--- config.mk ---
export PLATFORM = sky130hd
export DESIGN_NAME = svl_axis
export DESIGN_NICKNAME = d
export VERILOG_FILES = /design/src/rtl/core/svl_pkg.sv /design/src/rtl/core/svl_axis.sv
export SDC_FILE = /design/constraint.sdc
export NUM_CORES = 2
export LEC_CHECK = 0
export BUFFER_PORTS_ARGS = -buffer_cell sky130_fd_sc_hd__buf_2
export CORE_MARGIN = 1.5
export CORE_UTILIZATION = 70
export DETAILED_ROUTE_END_ITERATION = 8
export GPL_ROUTABILITY_DRIVEN = 1
export GPL_TIMING_DRIVEN = 0
export PLACE_DENSITY = 0.92
export SLEW_MARGIN = 10
export SYNTH_ARGS = -nofsm -noshare
export SYNTH_HDL_FRONTEND = slang
export SYNTH_SLANG_ARGS = --single-unit
--- constraint.sdc ---
create_clock -name i_clk -period 17.3 [get_ports i_clk]
set_input_delay 0 -clock i_clk [delete_from_list [all_inputs] [get_ports i_clk]]
set_output_delay 0 -clock i_clk [all_outputs]
set_load 0.01 [all_outputs]
--- src/rtl/core/svl_pkg.sv ---
// shared types and constants for the stick to velocity slew limiter
// no dependencies; used by every module of the block by scoped names
package svl_pkg;

    localparam int BUTTON_COUNT  = 23;
    localparam int VEL_FRAC_BITS = 12;

    localparam int STICK_W   = 11;
    localparam int SCALE_W   = 15;
    localparam int RATE_W    = 16;
    localparam int ELAPSED_W = 20;
    localparam int VEL_W     = 16;
    localparam int MODE_W    = 2;
    localparam int CFG_IDX_W = 3;
    localparam int CFG_DAT_W = 16;

    // products and intermediate widths
    localparam int NUM_W   = 28;  // signed (stick - centre) * scale
    localparam int STEP_P  = RATE_W + ELAPSED_W;
    localparam int STEP_W  = STEP_P - 8;
    localparam int DIV_Y_W = 24;  // (|num| + half span) / 4
    localparam int RECIP_W = 25;
    localparam int RECIP_S = 32;
    localparam int DIV_P_W = DIV_Y_W + RECIP_W;
    localparam int QUOT_W  = DIV_P_W - RECIP_S;

    localparam logic [STICK_W:0]   STICK_CENTRE = 12'd1024;
    localparam logic [25:0]        HALF_SPAN    = 26'd330;
    // divide by 660 as a shift by 2 then multiply by ceil(2^32 / 165)
    localparam logic [RECIP_W-1:0] RECIP_165    = 25'd26030105;

    localparam int NEAR_ZERO_I = ((1 << VEL_FRAC_BITS) + 9999) / 10000;
    localparam logic [VEL_W:0] NEAR_ZERO = (VEL_W + 1)'(NEAR_ZERO_I);

    localparam int SUPPRESS_BIT = 3;

    localparam logic [MODE_W-1:0] MODE_CHASSIS = 2'd1;
    localparam logic [MODE_W-1:0] MODE_ARM     = 2'd2;

    // configuration register indexes
    localparam logic [CFG_IDX_W-1:0] CFG_SCALE_FWD  = 3'd0;
    localparam logic [CFG_IDX_W-1:0] CFG_SCALE_SIDE = 3'd1;
    localparam logic [CFG_IDX_W-1:0] CFG_SCALE_TURN = 3'd2;
    localparam logic [CFG_IDX_W-1:0] CFG_RATE_FWD   = 3'd3;
    localparam logic [CFG_IDX_W-1:0] CFG_RATE_SIDE  = 3'd4;
    localparam logic [CFG_IDX_W-1:0] CFG_RATE_TURN  = 3'd5;

    localparam logic [SCALE_W-1:0] SCALE_RESET = 15'd2048;
    localparam logic [RATE_W-1:0]  RATE_RESET  = 16'd1049;

    // stage load strobes from the handshake control
    typedef struct packed {
        logic s1_load;
        logic s2_load;
        logic s3_load;
    } t_pipe_ctl;

endpackage

--- src/rtl/core/svl_axis.sv ---
// one velocity axis: scale, divide by span, saturate, slew limit
// depends on svl_pkg; three-stage datapath driven by t_pipe_ctl strobes
module svl_axis (
    input  logic                                  i_clk,
    input  logic                                  i_rst_n,
    input  svl_pkg::t_pipe_ctl                    i_ctl,
    input  logic                                  i_negate,
    input  logic                                  i_suppress,
    input  logic [svl_pkg::STICK_W-1:0]           i_stick,
    input  logic [svl_pkg::ELAPSED_W-1:0]         i_elapsed,
    input  logic [svl_pkg::SCALE_W-1:0]           i_scale,
    input  logic [svl_pkg::RATE_W-1:0]            i_rate,
    output logic signed [svl_pkg::VEL_W-1:0]      o_vel
);

    // stage 1: products
    logic signed [svl_pkg::STICK_W:0]   dev;
    logic signed [svl_pkg::NUM_W-1:0]   n_num;
    logic [svl_pkg::STEP_P-1:0]         step_prod;
    logic signed [svl_pkg::NUM_W-1:0]   r_num;
    logic [svl_pkg::STEP_W-1:0]         r_step1;

    assign dev       = $signed({1'b0, i_stick} - svl_pkg::STICK_CENTRE);
    assign n_num     = svl_pkg::NUM_W'(dev) * $signed(svl_pkg::NUM_W'({1'b0, i_scale}));
    assign step_prod = {{svl_pkg::ELAPSED_W{1'b0}}, i_rate}
                     * {{svl_pkg::RATE_W{1'b0}}, i_elapsed};

    always_ff @(posedge i_clk) begin
        if (i_ctl.s1_load) begin
            r_num   <= n_num;
            r_step1 <= step_prod[svl_pkg::STEP_P-1:8];
        end
    end

    // stage 2: rounded divide by 660 and saturation
    logic [svl_pkg::NUM_W-1:0]          num_abs;
    logic [25:0]                        div_x;
    logic [svl_pkg::DIV_Y_W-1:0]        div_y;
    logic [svl_pkg::DIV_P_W-1:0]        div_p;
    logic [svl_pkg::QUOT_W-1:0]         quot;
    logic                               neg;
    logic signed [svl_pkg::VEL_W-1:0]   n_target;
    logic signed [svl_pkg::VEL_W-1:0]   r_target;
    logic [svl_pkg::STEP_W-1:0]         r_step2;

    assign num_abs = r_num[svl_pkg::NUM_W-1] ? svl_pkg::NUM_W'(-r_num) : r_num;
    assign div_x   = {1'b0, num_abs[24:0]} + svl_pkg::HALF_SPAN;
    assign div_y   = div_x[25:2];
    assign div_p   = {{svl_pkg::RECIP_W{1'b0}}, div_y}
                   * {{svl_pkg::DIV_Y_W{1'b0}}, svl_pkg::RECIP_165};
    assign quot    = div_p[svl_pkg::DIV_P_W-1:svl_pkg::RECIP_S];
    assign neg     = r_num[svl_pkg::NUM_W-1] ^ i_negate;

    always_comb begin
        if (!neg) begin
            n_target = (quot > 17'd32767) ? 16'sh7fff : $signed(quot[15:0]);
        end else begin
            n_target = (quot > 17'd32768) ? 16'sh8000 : $signed(~quot[15:0] + 16'd1);
        end
    end

    always_ff @(posedge i_clk) begin
        if (i_ctl.s2_load) begin
            r_target <= n_target;
            r_step2  <= r_step1;
        end
    end

    // stage 3: slew limit against the last velocity
    logic signed [svl_pkg::VEL_W-1:0]   r_last;
    logic signed [svl_pkg::VEL_W-1:0]   r_vel;
    logic signed [svl_pkg::VEL_W:0]     diff;
    logic [svl_pkg::VEL_W:0]            adiff;
    logic [svl_pkg::VEL_W:0]            tmag;
    logic                               limit;
    logic signed [svl_pkg::VEL_W-1:0]   n_out;

    assign diff  = {r_target[svl_pkg::VEL_W-1], r_target} - {r_last[svl_pkg::VEL_W-1], r_last};
    assign adiff = diff[svl_pkg::VEL_W] ? (svl_pkg::VEL_W + 1)'(-diff) : diff;
    assign tmag  = r_target[svl_pkg::VEL_W-1]
                 ? (svl_pkg::VEL_W + 1)'(-{r_target[svl_pkg::VEL_W-1], r_target})
                 : {1'b0, r_target};
    assign limit = (tmag >= svl_pkg::NEAR_ZERO)
                && ({{(svl_pkg::STEP_W - svl_pkg::VEL_W - 1){1'b0}}, adiff} > r_step2);

    // when limiting, step < |diff| so the result stays between last and target
    always_comb begin
        if (!limit) begin
            n_out = r_target;
        end else if (diff[svl_pkg::VEL_W]) begin
            n_out = r_last - $signed(r_step2[svl_pkg::VEL_W-1:0]);
        end else begin
            n_out = r_last + $signed(r_step2[svl_pkg::VEL_W-1:0]);
        end
    end

    always_ff @(posedge i_clk) begin
        if (!i_rst_n) begin
            r_last <= '0;
        end else if (i_ctl.s3_load) begin
            r_last <= n_out;
        end
    end

    always_ff @(posedge i_clk) begin
        if (i_ctl.s3_load) begin
            r_vel <= i_suppress ? '0 : n_out;
        end
    end

    assign o_vel = r_vel;

endmodule

# Word level (Yosys, flattened, before mapping)
# Cells that the tools add are included.
# Widths: inputs -> output; s select.
[classes]
n_addsub = 9
n_mul = 3
n_div = 0
order_cmp = 4
eq_ne = 0
n_shift = 0
n_mux = 8
bitwise_logic = 2
reduce_logical = 1
[ops]
columns = ["cell", "n"]
rows = [
  ["$mux 16", 5],
  ["$mul 24x25->49 const B", 1],
  ["$mul 16x20->36", 1],
  ["$mux 17", 2],
  ["$neg 17->17", 2],
  ["$gt 17x28->1", 1],
  ["$mul 12x16->28", 1],
  ["$add 25x9->26 const B", 1],
  ["$mux 25", 1],
  ["$neg 25->25", 1],
  ["$ge 17x1->1 const B", 1],
  ["$gt 17x15->1 const B", 1],
  ["$gt 17x16->1 const B", 1],
  ["$sub 16x16->17", 1],
  ["$add 16x1->16 const B", 1],
  ["$add 16x16->16", 1],
  ["$not 16->16", 1],
  ["$sub 16x16->16", 1],
  ["$sub 11x11->12 const B", 1],
  ["$logic_and 1x1->1", 1],
  ["$xor 1x1->1", 1],
]
[totals]
register_bits = 132
latch_bits = 0
ram_bits = 0
rom_bits = 0
in_bits = 69
output_inout_bits = 16
elab_cells = 33
n_memories = 0

# Longest topological paths before layout
[depth]
ltp_word = 8
mapped_depth = 44

# Worst setup path before layout
# OpenSTA, ideal clock, no wires.
[synth_timing]
path_kind = "register to register"
startpoint = "reg r_num[27] (netlist name)"
endpoint = "reg r_target[2] (netlist name) (data pin)"
arrival_ps = 9916
path_slack_ps = 7125
stages_incl_launch_ff = 42
path_buffers = 5
synth_period_minus_slack_ps = 10175
cell_sequence = "edfxtp_1 -> buf_2 -> clkbuf_1 -> clkbuf_1 -> nand2b_1 -> xnor2_1 -> ha_1 -> a2111oi_4 -> o31ai_1 -> inv_1 -> o21ai_0 -> nand2_1 -> or3_1 -> nor3_1 -> ha_1 -> ha_1 -> ha_1 -> a31o_2 -> (+6 left out) -> fa_1 -> inv_1 -> ha_1 -> ha_1 -> clkbuf_1 -> a21o_1 -> a21oi_1 -> o21bai_1 -> a21o_1 -> a21oi_1 -> nand4_1 -> and4_1 -> nor3_1 -> mux2_2 -> clkbuf_1 -> a41o_1 -> a21oi_1 -> o21ai_1"
[synth_via]
elab_chain_len = 7
elab_cells_between_ends = 11
classes_between = "add/sub: 2; mul: 1; order compare: 2; mux: 4; bitwise: 2"
[synth_lines]
columns = ["item", "line", "text"]
rows = [
  ["from (decl)", "svl_axis.sv:20", "logic signed [svl_pkg::NUM_W-1:0] r_num;"],
  ["from (signal assigned)", "svl_axis.sv:30", "r_num <= n_num;"],
  ["$mux 25", "svl_axis.sv:46", "assign num_abs = r_num[svl_pkg::NUM_W-1] ? svl_pkg::NUM_W'(-r_num) : r_num;"],
  ["$add 25x9->26", "svl_axis.sv:47", "assign div_x = {1'b0, num_abs[24:0]} + svl_pkg::HALF_SPAN;"],
  ["$mul 24x25->49", "svl_axis.sv:50", "* {{svl_pkg::DIV_Y_W{1'b0}}, svl_pkg::RECIP_165};"],
  ["$not 16->16", "svl_axis.sv:58", "n_target = (quot > 17'd32768) ? 16'sh8000 : $signed(~quot[15:0] + 16'd1);"],
  ["$add 16x1->16", "svl_axis.sv:58", ""],
  ["$mux 16", "svl_axis.sv:58", ""],
  ["$mux 16 *", "svl_axis.sv:55", "if (!neg) begin"],
  ["via n_target (one bit)", "svl_axis.sv:42", "logic signed [svl_pkg::VEL_W-1:0] n_target;"],
  ["to (signal assigned)", "svl_axis.sv:64", "r_target <= n_target;"],
  ["to (decl)", "svl_axis.sv:43", "logic signed [svl_pkg::VEL_W-1:0] r_target;"],
]
# Mark *: on every way through the listed nets, which the timed path passes. The rest lies on a longest branch.
# A chain may end at the register's enable or synchronous reset.

# Final worst setup path
[layout_timing]
startpoint = "reg r_num[27] (netlist name)"
endpoint = "reg r_target[11] (netlist name) (data pin)"
# The elaborated chain is that of the path after synthesis.

==> results_dict.tcl <==
set metrics [dict create \
    post_cts.resized_instances 0 \
    hold_class "in2reg" \
    n_fill_cell 2782 \
    finalWorstPathRequiredPeriod_ns 12.35 \
    clk_path_buf_depth 2 \
    slew_headroom_pct 28.4 \
    maxCapViolCount 0 \
    dpl-instance-area_um2 33800 \
    syn_to_final_growth_pct 5.30 \
    dieWidth_um 219 \
    cp-start-kind "register" \
    grt_pass1_vias 28317 \
    syn_area_um2 32700 \
    wire_length_of_the_first_global_routing_pass_um 139000 \
    timing.setup.tns_ns 0 \
    stdcell_area_um2 34500 \
    place_congestion 0.962 \
    detail_route.iter0.violations 2429 \
    antenna_left 0 \
    clock_insertion_delay_worst_skew_ns 0.46 \
    post-route-period-util_pct 71.4 \
    portBuffers 68 \
    worst_path_max_delay_cell "fa_1" \
    rows 79 \
    path_max_fanout 10 \
    wl_per_cell_um 20.0 \
    layout.cells.most_common "inv_1" \
    num-nets-final 4773 \
    utilization_pct 74.4 \
    worst_slew_pin_slew_ns 1.07 \
    htree_levels 4 \
    synthDistinctLibCells 88 \
    largest_net_degree_at_the_start_of_global_routing 55 \
    floorplan_die_area_um2 48100 \
    clkSlewWorstSetupHoldPaths_ns 0.07 \
    most-common-layout-cells "inv_1 (750), fa_1 (521), ha_1 (499)" \
    synth.yosys.seq_area_share_pct 11.4 \
    numClockSinks 130 \
    drive_above_1_share_pct 4.25 \
    floorplan.initialDensity_pct 70.6 \
    drt_drc_violations_left 0 \
    tritoncts_clock_tree "done" \
    dominantRegCellSynth "edfxtp_1" \
    finClkSkew_ns 0.0149 \
    drtPass1Iterations 9 \
    dpl.hpwl_um 70000 \
    hold-worst-slack_ns 0.112 \
    syn_inst 3593 \
    slew_violations 0 \
    drt_wl_total_um 86200 \
    drt-vias-per-instance 6.15 \
    fmax_mhz 81.0 \
    worstPathRequired_ns 17.58 \
    number_of_enable_type_register_cells_in_the_synthesized_netlist 114 \
    crit_arrival_ns 12.62 \
    hold_violations_final 0 \
    grt_usage_pct 37.1 \
    crit_top_cell "fa_1" \
    floorplan.core_area_um2 46400 \
    synth_fp_nets 4682 \
    grt_remaining_overflow 0 \
    outcome "finished, final reports clean" \
    worstSetupEndpointType "register" \
    max_stage_delay_ns 0.64 \
    die_h_um 219 \
    setup_viol 0 \
    numCtsBuffers 17 \
    rsz0062_at_grt "no" \
    ios 85 \
    critical_path_class "reg2reg" \
    antenna_found_initial 4 \
    vias 26463 \
    register_bit_count_reported_by_yosys 130 \
    synth.yosys.warnings 0 \
    avgSynthCellArea_um2 9.11 \
    synthArstFlopShare_pct 0 \
    root_buffer "clkbuf_16" \
]
through the flow:
stage	setup WS, ns	instances
after global placement	5.38	4268
after detailed placement	5.13	4268
final	4.95	4305
after global routing	4.27	4305
after CTS	5.07	4304
after floorplan	7.13	3593
flip-flops by register name (all words and copies together), names as in the netlist:
| name | cells |
|---|---|
| r_step1 | 28 |
| r_step2 | 28 |
| r_num | 26 |
| o_vel | 16 |
| r_last | 16 |
| r_target | 16 |
cells in the mapped netlist, drive strengths merged (17+ instances only):
cell / n / area share, %
nor3: 56 / 0.89
nor2: 155 / 1.8
a31oi: 19 / 0.36
nand2: 419 / 4.8
o21a: 19 / 0.44
o21ai: 74 / 1.1
or2: 26 / 0.50
xnor2: 101 / 2.7
and2: 169 / 3.2
ha: 499 / 19
nand4: 20 / 0.38
a21oi: 112 / 1.7
or3: 22 / 0.44
fa: 521 / 32
o31ai: 17 / 0.41
nand3: 43 / 0.67
clkbuf: 105 / 1.2
a211oi: 25 / 0.62
edfxtp: 114 / 10
inv: 751 / 8.6
and3: 19 / 0.36
nor2b: 32 / 0.61
a21o: 36 / 0.83
xor2: 56 / 1.5
metal layers:
metal | global-route usage, % | wire length [um]
met4 | 21.9 | 5830
met3 | 8.45 | 8680
met2 | 62.1 | 40800
met5 | 0 | 39
met1 | 43.8 | 30900
area by class of cell:
type	count	area (um2)	share of cell area [%]
Sequential cell	130	3740	10.9
Clock inverter	14	133	0.385
Antenna cell	1	2.50	0.00726
Buffer	109	420	1.22
Tap cell	607	759	2.20
Multi-Input combinational cell	2603	25800	74.7
Clock buffer	18	450	1.31
Inverter	751	2820	8.18
Timing Repair Buffer	72	383	1.11
repair_timing:
item,in CTS,in global routing
buffers inserted,0,0
hold buffers,4,0
endpoints found under the hold margin,29,0
worst paths after layout:
path / from / end / slack, ns / cells past startpoint
worst min register to register: r_step1[27] / r_step2[27] / 0.41 / 0
worst max register to register: r_num[27] / r_target[11] / 4.95 / 39
worst max-delay path: r_num[27] / r_target[11] / 4.95 / 39
worst min-delay path: i_stick[1] / r_num[1] / 0.11 / 3
cell families (layout without fill, tap and decap cells):
logic type	count (synthesis)	count (layout)	share of synthesized area (%)
compound gates	389	389	7.90
fa+ha+maj	1020	1020	50.9
xor+xnor	158	158	4.27
buf+inv	860	964	9.90
other cells	0	1	0
simple gates	1022	1022	15.1
flops	130	130	11.4
mux	14	14	0.451
worst max-delay path, delay by kind of cell (launching register included):
| family | cells | cell delay, ns |
|---|---|---|
| compound gates | 7 | 1.96 |
| xor+xnor | 3 | 0.71 |
| fa+ha+maj | 9 | 3.99 |
| buf+inv | 8 | 1.78 |
| flops | 1 | 0.47 |
| simple gates | 12 | 3.27 |
Power is left out: the tool's default activity adds up to more than one toggle a clock period on the data nets, which glitch-free logic cannot reach.
