[config.mk]
export PLATFORM = sky130hd
export DESIGN_NAME = svl_buttons
export DESIGN_NICKNAME = d
export VERILOG_FILES = /design/src/rtl/core/svl_pkg.sv /design/src/rtl/core/svl_buttons.sv
export SDC_FILE = /design/constraint.sdc
export NUM_CORES = 1
export LEC_CHECK = 0
export BUFFER_PORTS_ARGS = -buffer_cell sky130_fd_sc_hd__buf_2
export CORE_ASPECT_RATIO = 1.5
export CORE_MARGIN = 2
export CORE_UTILIZATION = 46
export CTS_CLUSTER_SIZE = 24
export DETAILED_ROUTE_END_ITERATION = 16
export PLACE_DENSITY = 0.66
export SYNTH_ARGS = -nofsm -noshare
export SYNTH_HDL_FRONTEND = slang
export SYNTH_SLANG_ARGS = --single-unit
export TNS_END_PERCENT = 50
[constraint.sdc]
create_clock -name i_clk -period 2.2 [get_ports i_clk]
set_input_delay 0.44 -clock i_clk [delete_from_list [all_inputs] [get_ports i_clk]]
set_output_delay 0.44 -clock i_clk [all_outputs]
set_load 0.005 [all_outputs]
[src/rtl/core/svl_pkg.sv]
// shared types and constants for the stick to velocity slew limiter
// no dependencies; used by every module of the block by scoped names
package svl_pkg;

    localparam int BUTTON_COUNT  = 23;
    localparam int VEL_FRAC_BITS = 12;

    localparam int STICK_W   = 11;
    localparam int SCALE_W   = 15;
    localparam int RATE_W    = 16;
    localparam int ELAPSED_W = 20;
    localparam int VEL_W     = 16;
    localparam int MODE_W    = 2;
    localparam int CFG_IDX_W = 3;
    localparam int CFG_DAT_W = 16;

    // products and intermediate widths
    localparam int NUM_W   = 28;  // signed (stick - centre) * scale
    localparam int STEP_P  = RATE_W + ELAPSED_W;
    localparam int STEP_W  = STEP_P - 8;
    localparam int DIV_Y_W = 24;  // (|num| + half span) / 4
    localparam int RECIP_W = 25;
    localparam int RECIP_S = 32;
    localparam int DIV_P_W = DIV_Y_W + RECIP_W;
    localparam int QUOT_W  = DIV_P_W - RECIP_S;

    localparam logic [STICK_W:0]   STICK_CENTRE = 12'd1024;
    localparam logic [25:0]        HALF_SPAN    = 26'd330;
    // divide by 660 as a shift by 2 then multiply by ceil(2^32 / 165)
    localparam logic [RECIP_W-1:0] RECIP_165    = 25'd26030105;

    localparam int NEAR_ZERO_I = ((1 << VEL_FRAC_BITS) + 9999) / 10000;
    localparam logic [VEL_W:0] NEAR_ZERO = (VEL_W + 1)'(NEAR_ZERO_I);

    localparam int SUPPRESS_BIT = 3;

    localparam logic [MODE_W-1:0] MODE_CHASSIS = 2'd1;
    localparam logic [MODE_W-1:0] MODE_ARM     = 2'd2;

    // configuration register indexes
    localparam logic [CFG_IDX_W-1:0] CFG_SCALE_FWD  = 3'd0;
    localparam logic [CFG_IDX_W-1:0] CFG_SCALE_SIDE = 3'd1;
    localparam logic [CFG_IDX_W-1:0] CFG_SCALE_TURN = 3'd2;
    localparam logic [CFG_IDX_W-1:0] CFG_RATE_FWD   = 3'd3;
    localparam logic [CFG_IDX_W-1:0] CFG_RATE_SIDE  = 3'd4;
    localparam logic [CFG_IDX_W-1:0] CFG_RATE_TURN  = 3'd5;

    localparam logic [SCALE_W-1:0] SCALE_RESET = 15'd2048;
    localparam logic [RATE_W-1:0]  RATE_RESET  = 16'd1049;

    // stage load strobes from the handshake control
    typedef struct packed {
        logic s1_load;
        logic s2_load;
        logic s3_load;
    } t_pipe_ctl;

endpackage

[src/rtl/core/svl_buttons.sv]
// button edge toggles and mode enables, carried alongside the axis stages
// depends on svl_pkg; loads on the same t_pipe_ctl strobes as svl_axis
module svl_buttons (
    input  logic                                i_clk,
    input  logic                                i_rst_n,
    input  svl_pkg::t_pipe_ctl                  i_ctl,
    input  logic [svl_pkg::BUTTON_COUNT-1:0]    i_buttons,
    input  logic [svl_pkg::MODE_W-1:0]          i_mode,
    output logic                                o_s2_suppress,
    output logic                                o_command_valid,
    output logic                                o_chassis_on,
    output logic                                o_arm_on,
    output logic [svl_pkg::BUTTON_COUNT-1:0]    o_toggles
);

    logic [svl_pkg::BUTTON_COUNT-1:0] r_prev;
    logic [svl_pkg::BUTTON_COUNT-1:0] r_toggles;
    logic [svl_pkg::BUTTON_COUNT-1:0] n_toggles;
    logic                             n_chassis;
    logic                             n_arm;

    logic [svl_pkg::BUTTON_COUNT-1:0] r_s1_tog;
    logic                             r_s1_chassis;
    logic                             r_s1_arm;
    logic [svl_pkg::BUTTON_COUNT-1:0] r_s2_tog;
    logic                             r_s2_chassis;
    logic                             r_s2_arm;
    logic [svl_pkg::BUTTON_COUNT-1:0] r_s3_tog;
    logic                             r_s3_chassis;
    logic                             r_s3_arm;

    // rising edge flips the toggle
    assign n_toggles = r_toggles ^ (i_buttons & ~r_prev);
    assign n_chassis = (i_mode == svl_pkg::MODE_CHASSIS) || (i_mode == svl_pkg::MODE_ARM);
    assign n_arm     = (i_mode == svl_pkg::MODE_ARM);

    always_ff @(posedge i_clk) begin
        if (!i_rst_n) begin
            r_prev    <= '0;
            r_toggles <= '0;
        end else if (i_ctl.s1_load) begin
            r_prev    <= i_buttons;
            r_toggles <= n_toggles;
        end
    end

    always_ff @(posedge i_clk) begin
        if (i_ctl.s1_load) begin
            r_s1_tog     <= n_toggles;
            r_s1_chassis <= n_chassis;
            r_s1_arm     <= n_arm;
        end
        if (i_ctl.s2_load) begin
            r_s2_tog     <= r_s1_tog;
            r_s2_chassis <= r_s1_chassis;
            r_s2_arm     <= r_s1_arm;
        end
        if (i_ctl.s3_load) begin
            r_s3_tog     <= r_s2_tog;
            r_s3_chassis <= r_s2_chassis;
            r_s3_arm     <= r_s2_arm;
        end
    end

    assign o_s2_suppress   = r_s2_tog[svl_pkg::SUPPRESS_BIT];
    assign o_command_valid = ~r_s3_tog[svl_pkg::SUPPRESS_BIT];
    assign o_chassis_on    = r_s3_chassis;
    assign o_arm_on        = r_s3_arm;
    assign o_toggles       = r_s3_tog;

endmodule

Yosys cells after proc, flatten, opt, wreduce, memory -nomap -nowiden
Index checks and enable logic that the tools add are counted.
{"block": "totals", "reg_bits": 121, "in_bits": 30, "wordCells": 18, "output_inout_bits": 27}
{"block": "op_classes", "eq_ne": 2, "n_bitwise": 4, "n_reduce_logical": 1}
{"op": "$and A23 B23 Y23", "count": 1}
{"op": "$not A23 Y23", "count": 1}
{"op": "$xor A23 B23 Y23", "count": 1}
{"op": "$eq A2 B1 Y1 const B", "count": 1}
{"op": "$eq A2 B2 Y1 const B", "count": 1}
{"op": "$logic_or A1 B1 Y1", "count": 1}
{"op": "$not A1 Y1", "count": 1}

Longest topological paths before layout
Gate-level depths: netlist of run 1.
{"block": "depth", "depth_word": 3, "mapped_depth": 4, "ltp_nobuf": 3}

Least setup slack after synthesis of run 1
OpenSTA, ideal clock, no wires.
{"block": "synth_path", "path_kind": "in2reg", "start": "input i_ctl[2] in the netlist's numbering", "end": "register r_prev[0] in the netlist's numbering", "path_slack_ns": 1.125, "path_buffers": 2, "t_arrival_ns": 0.959, "cell_stages": 4, "setup_ns": 0.116, "path_cell_list": "buf_6 buf_8 mux2i_1 nor2b_1"}
{"element": "start, declared", "line_no": "svl_buttons.sv:6", "text": "input svl_pkg::t_pipe_ctl i_ctl,"}
{"element": "end signal, assigned", "line_no": "svl_buttons.sv:42", "text": "r_prev <= i_buttons;"}
{"element": "end, declared", "line_no": "svl_buttons.sv:16", "text": "logic [svl_pkg::BUTTON_COUNT-1:0] r_prev;"}

Final worst setup path of run 1
{"block": "layout_path", "start": "register r_s3_tog (netlist bit o_toggles[3])", "end": "output o_command_valid"}
{"block": "layout_between", "elab_chain_cells": 1}
{"element": "start, declared", "line_no": "svl_buttons.sv:28", "text": "logic [svl_pkg::BUTTON_COUNT-1:0] r_s3_tog;"}
{"element": "start signal, assigned", "line_no": "svl_buttons.sv:59", "text": "r_s3_tog <= r_s2_tog;"}
{"element": "$not A1 Y1", "line_no": "svl_buttons.sv:66", "text": "assign o_command_valid = ~r_s3_tog[svl_pkg::SUPPRESS_BIT];"}
{"element": "end, declared", "line_no": "svl_buttons.sv:10", "text": "output logic o_command_valid,"}
No other way between the ends.

==> qor.yml, run 1 <==
die-area_um2: 11000
fin_hold_ws_ns: 0.330
synthMuxAreaShare: 0.0985
netlist_top_cells_area: "edfxtp_1, dfxtp_1, mux2i_1"
postCtsSetupBuffers: 0
async_reset_ff_frac: 0
power_density_nw_per_um2: 965
finalPower_mw: 5.34
yosysWarnings: 0
yosys.area_share.simple: 0.150
synth.largest_area_cell: "edfxtp_1"
cp_max_fo: 2
vias: 2462
min_path_type: "in2reg"
yosysSeqAreaShare: 0.679
power_leakage_nw: 2.26
initial_utilization: 0.466
cts_max_level: 4
synth_area_um2: 4670
arrival_ns: 0.92
ys_ff_latch: 121
ir_drop_uv: 685
reg2reg_depth: 2
outcome: "finished, final reports clean"
ios: 57
critPathRequiredTime_ns: 1.76
worst_slew_pin_slew_ns: 0.609
r2r-start: "r_prev[0]"
cts_resized: 0
drtIter0Drc: 84
synth_top_family_by_area: "simple AND/OR/NAND/NOR gates"
setup_viol: 0
design_area_um2: 5530
preCtsSetupSlack_ns: 0.617
ant_nets: 0
setup_tns_ns: 0
slew_violations: 0
yosysMostFrequentCell: "edfxtp_1"
rsz0062_at_grt: "no"
end_kind: "output port"
finClkSkew_ns: 0.00750
cts_root_buf: "clkbuf_16"
synth_nets: 352
synthCells: 321
fin_crit_sh: 0.620
core_region_area_um2: 10000
critPathCapture: "o_command_valid"
reg2reg_slack_ns: 1.33
grt_first_pass_wirelength_um: 10700
grt_use_total: 0.130
synth_edf_count: 75
first_pass_iters: 4
rows: 45
cts_tree: "yes"
crit_start: "o_toggles[3]"
grt_pass1_vias: 2419
drive_above_1_share: 0.205
synth_flop_cell: "edfxtp_1"
final_util: 0.552
fin_nets: 418
hold_viol: 0
synth.avg_cell_area_um2: 14.6
cts_buffer_depth: 2
post-place-cells: 485
worst_r2r_endpoint: "r_s1_tog[0]"
dpl.hpwl_um: 4130
antenna_found_initial: 0
cts_hold_buf: 0
finalCriticalPeriod_ns: 1.36
routed_via_density: 4.76
synth_commonest_cells: "edfxtp_1, dfxtp_1, mux2i_1, nand2b_1"
gp_congestion: 0.710
synth_top_area_frac: 0.482
wl_per_cell_um: 12.3
die_w_um: 86.3
slew_headroom: 0.594
place_area_um2: 5040
gr-total-overflow: 0
clk_pin_slew_ns: 0.05
synth_compound_area_frac: 0
grt_max_degree: 43
diodes: 0
worstSetupPathType: "reg2out"
num-fill-cells: 843
wl_um: 6370
io_buffer_count: 56
worstSkewPairLatency_ns: 0.40
syn2layout_area_growth_pct: 18.4
cts_inserted_buffers: 17
start_kind: "flop"
cts.sinks: 121
clock.fmax_ghz: 0.733
worst_slack_ns: 0.836
synth_cell_types: 17
synth_xor_area_frac: 0.0431
drv_cap: 0
die-height_um: 127
drc: 0
synthAdderAreaFrac: 0.00268
final_cells: 517
## power breakdown
part | switching, mW | internal, mW | total [mW]
clock network | 0.850 | 1.44 | 2.29
logic | 0.167 | 0.187 | 0.354
registers | 0.0708 | 2.63 | 2.70
## sequential cells by signal (all words and copies together) (netlist names), 23 cells and up
signal / flops
r_toggles: 23
r_s2_tog: 23
r_prev: 23
r_s1_tog: 23
o_toggles: 23
## worst max-delay path: stages (launching register included)
cell,delay [ns]
edfxtp_1,0.37
inv_1,0.05
buf_2,0.10
## how the worst min path moves through the flow
stage	startpoint	endpoint	slack [ns]	cells after the start
4_1_cts	i_buttons[21]	r_prev[21]	0.31	3
2_1_floorplan	r_s2_arm	o_arm_on	0.40	0
6_report	i_buttons[21]	r_prev[21]	0.33	3
3_5_place_dp	r_s2_tog[11]	o_toggles[11]	0.40	0
3_3_place_gp	r_s1_tog[11]	r_s2_tog[11]	0.40	0
5_1_grt	i_buttons[8]	r_prev[8]	0.33	3
## cells in the final DEF, fill, tap and decap left out, drive strengths merged
| cell | n |
|---|---|
| buf | 59 |
| clkbuf | 25 |
| clkinv | 7 |
| dfxtp | 46 |
| edfxtp | 75 |
| ha | 1 |
| inv | 3 |
| mux2i | 46 |
| nand2 | 23 |
| nand2b | 46 |
| nand3b | 23 |
| nor2b | 23 |
| xnor2 | 23 |
## final cells by class
| class | instances | area [um^2] | area share |
|---|---|---|---|
| clock buffer | 25 | 465 | 0.0841 |
| inverter | 3 | 11.3 | 0.00204 |
| tap | 117 | 146 | 0.0265 |
| clock inverter | 7 | 28.8 | 0.00520 |
| timing repair buffer | 59 | 330 | 0.0597 |
| sequential | 121 | 3170 | 0.574 |
| multi-input combinational | 185 | 1380 | 0.249 |
## cell families (layout without fill, tap and decap cells)
family / after synthesis / in the layout
adders and majority gates: 1 / 1
buffers and inverters: 15 / 94
DFF: 121 / 121
xor gates and xnor gates: 23 / 23
and+or+nand+nor: 115 / 115
muxes: 46 / 46
## routing by layer
layer / part of all wire / vias up / routed length (um) / GRT usage
met5: 0 / - / 0 / 0
li1: - / 1246 / - / -
met4: 0.037 / 0 / 239 / 0.0873
met1: 0.44 / 1147 / 2820 / 0.140
met2: 0.48 / 49 / 3050 / 0.210
met3: 0.041 / 20 / 263 / 0.0510
Power figures use the tool's default switching activity.
==> inputs of run 2 (changes only) <==
--- a/config.mk
+++ b/config.mk
@@ -5,6 +5,7 @@
 export SDC_FILE = /design/constraint.sdc
 export NUM_CORES = 1
 export LEC_CHECK = 0
+export ABC_AREA = 1
 export BUFFER_PORTS_ARGS = -buffer_cell sky130_fd_sc_hd__buf_2
 export CORE_ASPECT_RATIO = 1.5
 export CORE_MARGIN = 2
==> constraint.sdc (replaced) <==
create_clock -name i_clk -period 1.3 [get_ports i_clk]
set_input_delay 0.26 -clock i_clk [delete_from_list [all_inputs] [get_ports i_clk]]
set_output_delay 0.26 -clock i_clk [all_outputs]
set_load 0.005 [all_outputs]
==> run 2 against run 1 <==
Clock skew about the same. Critical path depth decreased by 1. Largest power group is now clock. Routed wire length increased by 20%. Final cell count increased by 19%. Die area decreased by 3.5%. Global-route usage increased by 2.5 points.
==> qor.yml, run 2 <==
outcome: "finished, final reports clean"
fin_crit_sh: 0.909
die-area_um2: 10600
setup_tns_ns: 0
initial_utilization: 0.468
cts_tree: "yes"
drc: 0
drv_cap: 0
slowest_stage: "edfxtp_1"
clk_pin_slew_ns: 0.05
vias: 2993
final_cells: 614
reg2reg_depth: 4
rows: 44
worstSkewPairLatency_ns: 0.40
start_kind: "flop"
cts_resized: 0
multi_input_area_um2: 933
cp_max_fo: 2
die-height_um: 125
synth.avg_cell_area_um2: 10.8
first_pass_iters: 5
layout_commonest_cell: "nand2_1"
cts_inserted_buffers: 17
ff_latch_area_um2: 3170
synthCells: 417
worstHoldStart: "i_buttons[0]"
drtIter0Drc: 215
reg2reg_slack_ns: 0.45
die_w_um: 84.8
synth_flop_cell: "edfxtp_1"
yosysWarnings: 0
postCtsSetupBuffers: 0
gr-total-overflow: 0
io_buffer_count: 56
cts_max_level: 4
finClkSkew_ns: 0.00754
slew_headroom: 0.685
yosysMostFrequentCell: "nand2_1"
place_area_um2: 4930
hold_viol: 0
worstSetupPathType: "reg2out"
antenna_found_initial: 1
design_area_um2: 5520
finalPower_mw: 9.81
cts_hold_buf: 0
synth_edf_count: 75
power_density_nw_per_um2: 1780
r2r-start: "r_prev[6]"
ys_ff_latch: 121
post-place-cells: 581
syn2layout_area_growth_pct: 22.5
gp_congestion: 0.744
slowest_delay_ns: 0.38
synth.largest_area_cell: "edfxtp_1"
critPathTopFamily: "flip-flops"
grt_pass1_vias: 2922
power_leakage_nw: 2.49
synth_top_area_frac: 0.500
yosysSeqAreaShare: 0.704
routed_via_density: 4.87
worst_slew_pin_slew_ns: 0.472
synth_nets: 448
synth_commonest_cells: "nand2_1, edfxtp_1, inv_1"
setup_viol: 0
ios: 57
finalCriticalPeriod_ns: 1.18
end_kind: "output port"
rsz0062_at_grt: "no"
ant_nets: 0
cts_buffer_depth: 2
grt_use_total: 0.156
grt_max_degree: 36
wl_per_cell_um: 12.5
dpl.hpwl_um: 4890
ir_drop_uv: 1030
arrival_ns: 0.92
grt_first_pass_wirelength_um: 12800
clock.fmax_ghz: 0.846
async_reset_ff_frac: 0
netlist_top_cells_area: "edfxtp_1, dfxtp_1, nand2_1"
worst-path-buf-inv: 1
synth_area_um2: 4510
min_to: "r_prev[0]"
num-fill-cells: 788
worst_r2r_endpoint: "r_s1_tog[6]"
min_path_type: "in2reg"
cts_root_buf: "clkbuf_16"
crit_chain: "buf_2"
core_region_area_um2: 9630
holdPathStages: 3
fin_nets: 516
slew_violations: 0
critPathRequiredTime_ns: 1.04
final_cell_mix: "nand2_1, edfxtp_1, inv_1"
synth_cell_types: 14
drive_above_1_share: 0.179
wl_um: 7650
cts.sinks: 121
-- run 2: cell count changes after synthesis, moves of 3 or more --
cell	previous run	this run
nand2b_1	46	0
nand3b_1	20	0
mux2i_1	46	0
nand2_1	23	92
nor2b_1	23	0
xnor2_1	23	0
nand3b_2	3	0
buf_6	4	7
o21ai_0	0	21
nand3_1	0	46
buf_2	2	6
a21oi_1	0	46
inv_1	3	72
-- run 2: stage by stage --
| step | hold slack (ns) | worst slack, ns | utilization |
|---|---|---|---|
| 3_3_place_gp | 0.400 | 0.250 | 0.512 |
| 6_report | 0.176 | 0.118 | 0.573 |
| 5_1_grt | 0.179 | 0.0507 | 0.573 |
| 4_1_cts | 0.161 | 0.0903 | 0.573 |
| 2_1_floorplan | 0.372 | 0.459 | - |
| 3_5_place_dp | 0.405 | 0.226 | 0.512 |
-- run 2: worst max path at each step --
stage	from	endpoint	slack (ns)	cells past startpoint
floorplan	i_ctl[2]	r_prev[1]	0.46	5
global placement	i_rst_n	r_toggles[7]	0.25	5
detailed placement	i_rst_n	r_toggles[16]	0.23	5
CTS	r_s2_tog[3]	o_s2_suppress	0.09	1
global route	r_s2_tog[3]	o_s2_suppress	0.05	1
finish	r_s2_tog[3]	o_s2_suppress	0.12	1
-- run 2: logic make-up after synthesis --
kind of cell / after synthesis / synth area share
simple gates: 138 / 0.128
flops: 121 / 0.704
buf+inv: 88 / 0.0886
compound gates: 69 / 0.0766
fa+ha+maj: 1 / 0.00278
-- run 2: per-layer routing --
metal / global-route usage / up-vias / share of wire
li1: - / 1511 / -
met1: 0.168 / 1395 / 0.41
met2: 0.259 / 77 / 0.52
met3: 0.0660 / 10 / 0.044
met4: 0.0775 / 0 / 0.020
met5: 0 / - / 0
-- run 2: area by class of cell --
class / instances / share of cell area
Multi-Input combinational cell: 208 / 0.169
Timing Repair Buffer: 63 / 0.0716
Inverter: 74 / 0.0512
Clock inverter: 13 / 0.0286
Tap cell: 115 / 0.0261
Antenna cell: 1 / 0.000453
Sequential cell: 121 / 0.575
Clock buffer: 19 / 0.0784
-- run 2: power by group --
group	internal [mW]	switching (mW)
Clock	3.15	1.50
Sequential	4.42	0.0876
Combinational	0.250	0.401
==> inputs of run 3 (changes only) <==
--- a/config.mk
+++ b/config.mk
@@ -6,13 +6,12 @@
 export NUM_CORES = 1
 export LEC_CHECK = 0
 export ABC_AREA = 1
-export BUFFER_PORTS_ARGS = -buffer_cell sky130_fd_sc_hd__buf_2
 export CORE_ASPECT_RATIO = 1.5
-export CORE_MARGIN = 2
+export CORE_MARGIN = 4
 export CORE_UTILIZATION = 46
 export CTS_CLUSTER_SIZE = 24
 export DETAILED_ROUTE_END_ITERATION = 16
-export PLACE_DENSITY = 0.66
+export DONT_BUFFER_PORTS = 1
 export SYNTH_ARGS = -nofsm -noshare
 export SYNTH_HDL_FRONTEND = slang
 export SYNTH_SLANG_ARGS = --single-unit
==> run 3 against run 2 <==
Register-to-register slack barely moved. Flip-flop and latch count unchanged. Hold slack worse by 0.15 ns. Sequential share of layout area rose by 3.3 points. Critical endpoint is now o_command_valid. Largest power group is now registers.
==> qor.yml, run 3 (synthesis gave the netlist of run 2 again) <==
outcome: "finished, final reports clean"
rows: 44
drtIter0Drc: 120
slowest_stage: "edfxtp_1"
first_pass_iters: 7
final_util: 0.542
crit_chain: "inv_1"
cp_max_fo: 2
cts_inserted_buffers: 17
clock.fmax_ghz: 0.870
ir_drop_uv: 1140
initial_utilization: 0.468
die_w_um: 88.8
num-fill-cells: 779
worst_slew_pin_slew_ns: 0.684
worst-path-buf-inv: 1
cts.sinks: 121
rsz0062_at_grt: "no"
finClkSkew_ns: 0.00864
die-area_um2: 11500
slowest_delay_ns: 0.40
r2r-start: "r_prev[19]"
grt-busiest-layer: "met2"
swShare: 0.202
use_met3: 0.0642
design_area_um2: 5220
vias: 2696
start_kind: "flop"
io_buffer_count: 0
ant_nets: 0
setup_viol: 0
diodes: 0
slew_violations: 0
end_kind: "output port"
use_met1: 0.165
reg2reg_slack_ns: 0.46
fin_crit_sh: 0.885
grt_use_met2: 0.199
crit_start: "o_toggles[3]"
power_leakage_nw: 2.26
layout_commonest_cell: "nand2_1"
dpl.hpwl_um: 4360
place_area_um2: 4530
power_density_nw_per_um2: 1810
drv_cap: 0
drc: 0
worstHoldStart: "i_ctl[2]"
p_comb_frac: 0.053
routed_via_density: 4.83
gr-total-overflow: 0
syn2layout_area_growth_pct: 15.9
fin_hold_ws_ns: 0.0265
slew_headroom: 0.544
cts_root_buf: "clkbuf_16"
antenna_found_initial: 0
p_clk_frac: 0.470
gp_congestion: 0.745
cts_tree: "yes"
ios: 57
finalCriticalPeriod_ns: 1.15
die-height_um: 129
grt_first_pass_wirelength_um: 11700
cts_buffer_depth: 2
p_int_mw: 7.56
critPathTopFamily: "flip-flops"
p_seq_frac: 0.476
arrival_ns: 0.89
clk_pin_slew_ns: 0.05
wl_per_cell_um: 12.8
final_cell_mix: "nand2_1, edfxtp_1, inv_1"
grt_pass1_vias: 2485
setup_tns_ns: 0
worstSetupPathType: "reg2out"
wl_um: 7140
grt_max_degree: 70
hold_viol: 0
grt_use_total: 0.136
worstSkewPairLatency_ns: 0.40
core_region_area_um2: 9630
critPathRequiredTime_ns: 1.04
worst_slack_ns: 0.150
p_sw_mw: 1.91
drive_above_1_share: 0.0677
postCtsSetupBuffers: 0
min_path_type: "in2reg"
preCtsSetupSlack_ns: 0.316
fin_nets: 462
cts_max_level: 4
==> run 3: cell types whose count changed in the layout (fill, tap and decap cells not counted) <==
cell,change
buf_2,-56
dlygate4sd3_1,+5
buf_12,-2
buf_4,-2
clkinv_1,-2
bufinv_16,-1
clkinv_2,+1
clkinvlp_4,+1
diode_2,-1
dlymetal6s4s_1,+1
==> run 3: cell type report <==
type                            instances  area, um^2  share of cell area
Clock inverter                         12         133              0.0254
Clock buffer                           19         433              0.0829
Inverter                               74         283              0.0542
Tap cell                              115         144              0.0276
Multi-Input combinational cell        208         933               0.179
Sequential cell                       121        3170               0.608
Timing Repair Buffer                    9         123              0.0235
==> run 3: final timing paths <==
check	to	cells past startpoint
worst min register to register	r_s2_tog[11]	0
worst min-delay path	r_toggles[9]	3
worst max register to register	r_s1_tog[19]	4
worst max-delay path	o_command_valid	1
==> run 3: layer usage <==
| metal | part of all wire | wire length [um] | vias to the layer above |
|---|---|---|---|
| met5 | 0 | 0 | - |
| met1 | 0.42 | 2990 | 1204 |
| met4 | 0.023 | 165 | 0 |
| met3 | 0.063 | 447 | 11 |
| li1 | - | - | 1406 |
| met2 | 0.49 | 3530 | 75 |
==> run 3: power by group through the flow <==
stage	Combinational [mW]	Clock, mW	Sequential (mW)
6_report	0.506	4.45	4.51
5_1_grt	0.593	4.74	4.54
3_5_place_dp	0.421	0	4.59
2_1_floorplan	0.391	0	4.56
3_3_place_gp	0.397	0	4.58
4_1_cts	0.447	4.55	4.52
==> run 3: what timing repair did <==
action / in CTS / in global routing
hold endpoints to repair: 98 / 75
gates resized for setup: 0 / 1
hold buffers: 6 / 3
setup endpoints to repair: 0 / 14
==> run 3: through the flow <==
stage / total power [mW] / cells
after CTS: 9.51 / 555
after global routing: 9.87 / 558
after detailed placement: 5.01 / 518
final: 9.47 / 558
after global placement: 4.98 / 518
after floorplan: 4.95 / 417
